===== src/hw/rtl/ifcf_pkg.sv =====
// ----------------------------------------------------------------------------
// ifcf_pkg
// shared types, widths and arithmetic helpers of the integrate-and-fire
// token framer
// ----------------------------------------------------------------------------
package ifcf_pkg;

    // vector geometry
    localparam int VECTOR_LEN = 512;
    localparam int IDX_W      = (VECTOR_LEN > 1) ? $clog2(VECTOR_LEN) : 1;
    localparam int FILL_W     = $clog2(VECTOR_LEN + 1);

    // field widths
    localparam int W_W    = 17;   // weight, Q1.16
    localparam int VAL_W  = 24;   // hidden value, Q8.16
    localparam int THR_W  = 18;   // threshold, Q2.16
    localparam int WIN_W  = 8;    // frame window bounds and frame position
    localparam int FAC_W  = THR_W + 1;
    localparam int PROD_W = FAC_W + VAL_W;
    localparam int RND_W  = PROD_W - 15;
    localparam int ACC_W  = 26;   // accumulator, Q10.16
    localparam int SUM_W  = RND_W + 1;

    // reset values of the registers
    localparam logic [THR_W-1:0] THR_RESET       = THR_W'(65536);
    localparam logic [WIN_W-1:0] WIN_FIRST_RESET = WIN_W'(5);
    localparam logic [WIN_W-1:0] WIN_END_RESET   = WIN_W'(15);

    localparam logic [WIN_W-1:0] FPOS_MAX = '1;
    localparam logic [W_W-1:0]   INTEGRAL_MAX = '1;

    // apb register map
    localparam int PADDR_W = 4;
    localparam int PDATA_W = 32;
    localparam logic [1:0] REG_THRESHOLD = 2'd0;
    localparam logic [1:0] REG_WIN_FIRST = 2'd1;
    localparam logic [1:0] REG_WIN_END   = 2'd2;

    // saturation bounds
    localparam logic signed [SUM_W-1:0] ACC_HI = SUM_W'((2 ** (ACC_W - 1)) - 1);
    localparam logic signed [SUM_W-1:0] ACC_LO = SUM_W'(-(2 ** (ACC_W - 1)));
    localparam logic signed [SUM_W-1:0] OUT_HI = SUM_W'((2 ** (VAL_W - 1)) - 1);
    localparam logic signed [SUM_W-1:0] OUT_LO = SUM_W'(-(2 ** (VAL_W - 1)));

    typedef struct packed {
        logic [THR_W-1:0] threshold;
        logic [WIN_W-1:0] win_first;
        logic [WIN_W-1:0] win_end;
    } t_cfg;

    // one element after the firing decision
    typedef struct packed {
        logic                    fire;
        logic                    last;
        logic [IDX_W-1:0]        idx;
        logic signed [FAC_W-1:0] factor;  // weight, or threshold minus integral
        logic signed [FAC_W-1:0] resid;   // integral plus weight minus threshold
        logic signed [VAL_W-1:0] value;
    } t_issue;

    // Q11.32 to Q12.16, nearest with ties toward plus infinity
    function automatic logic signed [RND_W-1:0] round_q16(
        input logic signed [PROD_W-1:0] x
    );
        logic signed [PROD_W:0] y;
        y = {x[PROD_W-1], x} + (PROD_W + 1)'(32768);
        return y[PROD_W:16];
    endfunction

    function automatic logic signed [ACC_W-1:0] sat_acc(input logic signed [SUM_W-1:0] x);
        logic signed [SUM_W-1:0] y;
        y = x;
        if (x > ACC_HI) begin
            y = ACC_HI;
        end else if (x < ACC_LO) begin
            y = ACC_LO;
        end
        return y[ACC_W-1:0];
    endfunction

    function automatic logic signed [VAL_W-1:0] sat_out(input logic signed [SUM_W-1:0] x);
        logic signed [SUM_W-1:0] y;
        y = x;
        if (x > OUT_HI) begin
            y = OUT_HI;
        end else if (x < OUT_LO) begin
            y = OUT_LO;
        end
        return y[VAL_W-1:0];
    endfunction

endpackage


===== src/hw/rtl/ifcf_front.sv =====
// ----------------------------------------------------------------------------
// ifcf_front
// position tracking, frame window, integral and firing decision per element
// ----------------------------------------------------------------------------
module ifcf_front (
    input  logic                            i_clk,
    input  logic                            i_rst_n,
    input  logic                            i_accept,
    input  logic [ifcf_pkg::W_W-1:0]        i_weight,
    input  logic signed [ifcf_pkg::VAL_W-1:0] i_value,
    input  logic                            i_frame_last,
    input  logic                            i_chunk_first,
    input  ifcf_pkg::t_cfg                  i_cfg,
    output ifcf_pkg::t_issue                o_issue
);

    logic [ifcf_pkg::W_W-1:0]   r_integral, n_integral;
    logic [ifcf_pkg::WIN_W-1:0] r_fpos, n_fpos;
    logic [ifcf_pkg::IDX_W-1:0] r_epos, n_epos;

    logic [ifcf_pkg::WIN_W-1:0] fpos;
    logic [ifcf_pkg::IDX_W-1:0] epos;
    logic                       in_win;
    logic [ifcf_pkg::W_W-1:0]   w_eff;
    logic [ifcf_pkg::THR_W-1:0] sum;
    logic [ifcf_pkg::THR_W-1:0] resid;
    logic [ifcf_pkg::THR_W-1:0] next_int;
    logic                       fire;

    always_comb begin
        fpos   = i_chunk_first ? '0 : r_fpos;
        epos   = i_chunk_first ? '0 : r_epos;
        in_win = (fpos >= i_cfg.win_first) && (fpos < i_cfg.win_end);
        w_eff  = in_win ? i_weight : '0;
        sum    = {1'b0, r_integral} + {1'b0, w_eff};
        fire   = sum >= i_cfg.threshold;
        resid  = sum - i_cfg.threshold;
        next_int = fire ? resid : sum;

        o_issue.fire   = fire;
        o_issue.last   = i_frame_last;
        o_issue.idx    = epos;
        o_issue.factor = fire ? ($signed({1'b0, i_cfg.threshold})
                                 - $signed({2'b00, r_integral}))
                              : $signed({2'b00, w_eff});
        o_issue.resid  = $signed({1'b0, resid});
        o_issue.value  = i_value;

        // integral moves only at the end of a frame
        n_integral = r_integral;
        n_fpos     = fpos;
        if (i_frame_last) begin
            n_integral = (next_int > {1'b0, ifcf_pkg::INTEGRAL_MAX})
                       ? ifcf_pkg::INTEGRAL_MAX : next_int[ifcf_pkg::W_W-1:0];
            n_fpos     = (fpos == ifcf_pkg::FPOS_MAX) ? fpos : fpos + 1'b1;
            n_epos     = '0;
        end else if ((ifcf_pkg::IDX_W + 1)'(epos) + 1'b1
                     == (ifcf_pkg::IDX_W + 1)'(ifcf_pkg::VECTOR_LEN)) begin
            n_epos = '0;
        end else begin
            n_epos = ifcf_pkg::IDX_W'((ifcf_pkg::IDX_W + 1)'(epos) + 1'b1);
        end
    end

    always_ff @(posedge i_clk) begin
        if (!i_rst_n) begin
            r_integral <= '0;
            r_fpos     <= '0;
            r_epos     <= '0;
        end else if (i_accept) begin
            r_integral <= n_integral;
            r_fpos     <= n_fpos;
            r_epos     <= n_epos;
        end
    end

endmodule


===== config.mk =====
export PLATFORM = sky130hd
export DESIGN_NAME = ifcf_front
export DESIGN_NICKNAME = d
export VERILOG_FILES = /design/src/hw/rtl/ifcf_pkg.sv /design/src/hw/rtl/ifcf_front.sv
export SDC_FILE = /design/constraint.sdc
export NUM_CORES = 1
export LEC_CHECK = 0
export ABC_AREA = 1
export BUFFER_PORTS_ARGS = -buffer_cell sky130_fd_sc_hd__buf_2
export CAP_MARGIN = 10
export CORE_MARGIN = 2
export CORE_UTILIZATION = 30
export CTS_CLUSTER_DIAMETER = 80
export DETAILED_ROUTE_END_ITERATION = 6
export SYNTH_ARGS = -nofsm -noshare
export SYNTH_HDL_FRONTEND = slang
export SYNTH_SLANG_ARGS = --single-unit
export TNS_END_PERCENT = 50

===== constraint.sdc =====
create_clock -name i_clk -period 8.48 [get_ports i_clk]
set_input_delay 1.696 -clock i_clk [delete_from_list [all_inputs] [get_ports i_clk]]
set_output_delay 1.696 -clock i_clk [all_outputs]
set_load 0.01 [all_outputs]

==> flow_metrics.env <==
export IMPL_htreeDepth=2
export IMPL_final_common_cell="nand2_1"
export IMPL_grt_max_degree=28
export IMPL_dp_hpwl_um=17700
export IMPL_timing_rr_start="r_fpos[7]$_SDFFE_PN0P_"
export IMPL_synthToLayoutAreaGrowth_pct=13.8
export IMPL_cts_tree="built"
export IMPL_num_rows=53
export IMPL_crit_buf_inv=8
export IMPL_cap_viol_max_count=0
export IMPL_coreArea_sq_mm=0.0208
export IMPL_fin_crit_sh_pct=95.1
export IMPL_critPathKind="in2out"
export IMPL_setup_tns_ns=0
export IMPL_clock_sinks=34
export IMPL_holdBufCountCts=0
export IMPL_tightest_slew_ns=0.691
export IMPL_die_h_um=149
export IMPL_grt_ovfl_total=0
export IMPL_rr_worst_depth=30
export IMPL_synthFlopType="dfxtp_1"
export IMPL_crit_path_end_kind="output pin"
export IMPL_avgSynthCellArea_sq_um=5.60
export IMPL_drtPass1Iterations=5
export IMPL_crit_top_cell="nand2_1"
export IMPL_worstSetupStartpointType="input pin"
export IMPL_cts_buffers=5
export IMPL_max_stage_delay_ns=0.39
export IMPL_drive_above_1_share_pct=14.3
export IMPL_holdWs_ns=0.469
export IMPL_crit_fanout=18
export IMPL_netlist_instances=1129
export IMPL_powerDensity_mw_per_mm2=109
export IMPL_nets=1356
export IMPL_cp_required_ns=6.78
export IMPL_wl_um=20800
export IMPL_gp_congestion=0.939
export IMPL_rsz0062_at_grt="true"
export IMPL_seq_power_share_pct=22.2
export IMPL_ys_warn_count=0
export IMPL_p_leak_nw=4.16
export IMPL_holdPathEnd="r_epos[2]$_SDFFE_PN0P_"
export IMPL_status="complete, no violations"
export IMPL_die_width_um=149
export IMPL_setup_viol=0
export IMPL_grt_pass1_wl_um=32100
export IMPL_p_total_uw=787
export IMPL_ys_seq_area_share_pct=10.8
export IMPL_p_sw_uw=352
export IMPL_vias=6994
export IMPL_portBuffers=103
export IMPL_finish_instance_area_sq_mm=0.00719
export IMPL_internal_power_uw=435
export IMPL_async_reset_ff_share_pct=0
export IMPL_wl_per_cell_um=14.0
export IMPL_worst_ep_arrival_time_ns=6.37
export IMPL_crit_family="simple AND/OR/NAND/NOR gates"
export IMPL_comb_power_share_pct=53.6
export IMPL_clkSlewWorstSetupHoldPaths_ns=0.06
export IMPL_postRouteAntennaNets=0
export IMPL_grt_antenna_before_repair=7
export IMPL_max_freq_mhz=124
export IMPL_slew_violations=0
export IMPL_pin_count=153
export IMPL_relSlewSlack_pct=53.6
export IMPL_dpl_cell_area_sq_mm=0.00693
export IMPL_synth_nets=1279
export IMPL_worstHoldPathType="reg2reg"
export IMPL_peakVddDrop_mv=0.0643
export IMPL_grt_usage_pct=18.3
export IMPL_cts_root_buf="clkbuf_16"
export IMPL_critPathSlowestCell="ha_1"
export IMPL_clockBufferDepth=2
export IMPL_period_needed_ns=8.07
export IMPL_whs_path_depth=2
export IMPL_clk_latency_ns=0.29
export IMPL_design_die_area_sq_mm=0.0222
export IMPL_p_sw_share_pct=44.8
export IMPL_synth_enable_flop_cells=0
export IMPL_netlist_area_sq_mm=0.00632
export IMPL_drt_iter0_drc=415
export IMPL_synth_cell_type_count=47
export IMPL_first_global_vias=6194
export IMPL_final_cell_mix="nand2_1, inv_1, buf_2"
export IMPL_avgViaCountPerCell=4.71
export IMPL_start_util_pct=30.3
export IMPL_fin_util_pct=34.5
export IMPL_hold_viol_final=0
export IMPL_clkPwrFrac_pct=24.2
export IMPL_drcViolationCount=0
export IMPL_synth_seq_cells=34
export IMPL_timing_rr_end="r_integral[2]$_SDFFE_PN0P_"
export IMPL_hp_start="r_epos[2]$_SDFFE_PN0P_"
export IMPL_regToRegSetupSlack_ns=3.26
export IMPL_clock_skew_ns=0.00805
-- cells by family (layout without fill, tap and decap cells) --
kind of cell	Yosys count	after routing	synth area share, %
other	1	4	0.0593
and+or+nand+nor	590	590	41.0
buffers and inverters	275	353	18.6
DFF	34	34	10.8
xor gates and xnor gates	34	34	4.71
AOI/OAI and AO/OA	125	125	10.6
adders and majority gates	70	70	14.2
-- worst register-to-register path, delay by kind of cell (launching register included) --
family	cells	cell delay [ns]
buffers and inverters	6	0.56
adder cells (fa/ha/maj)	3	1.01
flip-flops	1	0.36
AND/OR/NAND/NOR	19	2.86
AO/OA/AOI/OAI	2	0.29
-- how the worst max path moves through the flow --
stage          depth (start not counted)          end     startpoint  slack [ns]
2_1_floorplan                         32  o_issue[47]  i_chunk_first        1.03
5_1_grt                               31  o_issue[45]  i_chunk_first      -0.003
3_5_place_dp                          31  o_issue[48]  i_chunk_first        0.31
3_3_place_gp                          31  o_issue[44]  i_chunk_first        0.40
6_report                              30  o_issue[48]  i_chunk_first        0.41
4_1_cts                               31  o_issue[48]  i_chunk_first        0.30
-- through the flow --
stage / instances / worst slack, ns
6_report: 1485 / 0.415
3_3_place_gp: 1470 / 0.404
2_1_floorplan: 1129 / 1.03
3_5_place_dp: 1470 / 0.307
5_1_grt: 1482 / -0.00312
4_1_cts: 1478 / 0.303
-- cell usage after synthesis (3+ instances only) --
library cell  count  area share [%]
clkbuf_1          5            0.30
nand4_1          21             2.1
xor2_1           13             1.8
nand3_2           3            0.48
nor2_1           78             4.6
buf_4            32             3.8
nand2_2           4            0.40
xnor2_1          21             2.9
ha_1             67              13
inv_1           226              13
nand2_1         350              21
and2_1            3            0.30
inv_2             5            0.30
a21oi_1          61             4.8
fa_1              3            0.95
nand3_1          66             5.2
nor2_2           25             2.5
o21ai_0          49             3.9
dfxtp_1          34              11
nand3b_1         12             1.4
buf_2             3            0.24
a21boi_0          3            0.36
nor3_1           13             1.0
-- flip-flops by register name, indices dropped and copies added, names as in the netlist --
signal	flops
r_integral	17
r_fpos	8
r_epos	9
-- timing repair --
item,4_1_cts,5_1_grt
gates resized for setup,0,12
endpoints found under the setup margin,0,19
buffers inserted,0,3
-- power by group through the flow --
stage	combinational, mW	clock, mW	sequential (mW)
2_1_floorplan	0.294	0	0.175
3_3_place_gp	0.410	0	0.178
3_5_place_dp	0.411	0	0.178
4_1_cts	0.413	0.194	0.175
5_1_grt	0.472	0.204	0.175
6_report	0.422	0.190	0.175
-- layout make-up --
type                       instances  area (sq um)
multi-input combinational        820          4500
clock inverter                     2          12.5
clock buffer                       6           139
tap                              275           344
inverter                         232           871
timing repair buffer             113           639
sequential                        34           681
fill                            2397         13600
antenna                            3          7.51
-- layer usage --
metal | up-vias | GRT usage, % | part of all wire, %
met5 | - | 0 | 0.26
met4 | 8 | 4.29 | 2.3
met3 | 40 | 4.07 | 7.8
met2 | 235 | 30.7 | 45
met1 | 3053 | 23.9 | 45
li1 | 3658 | - | -
Note: power is estimated with default switching activity, not from simulation.
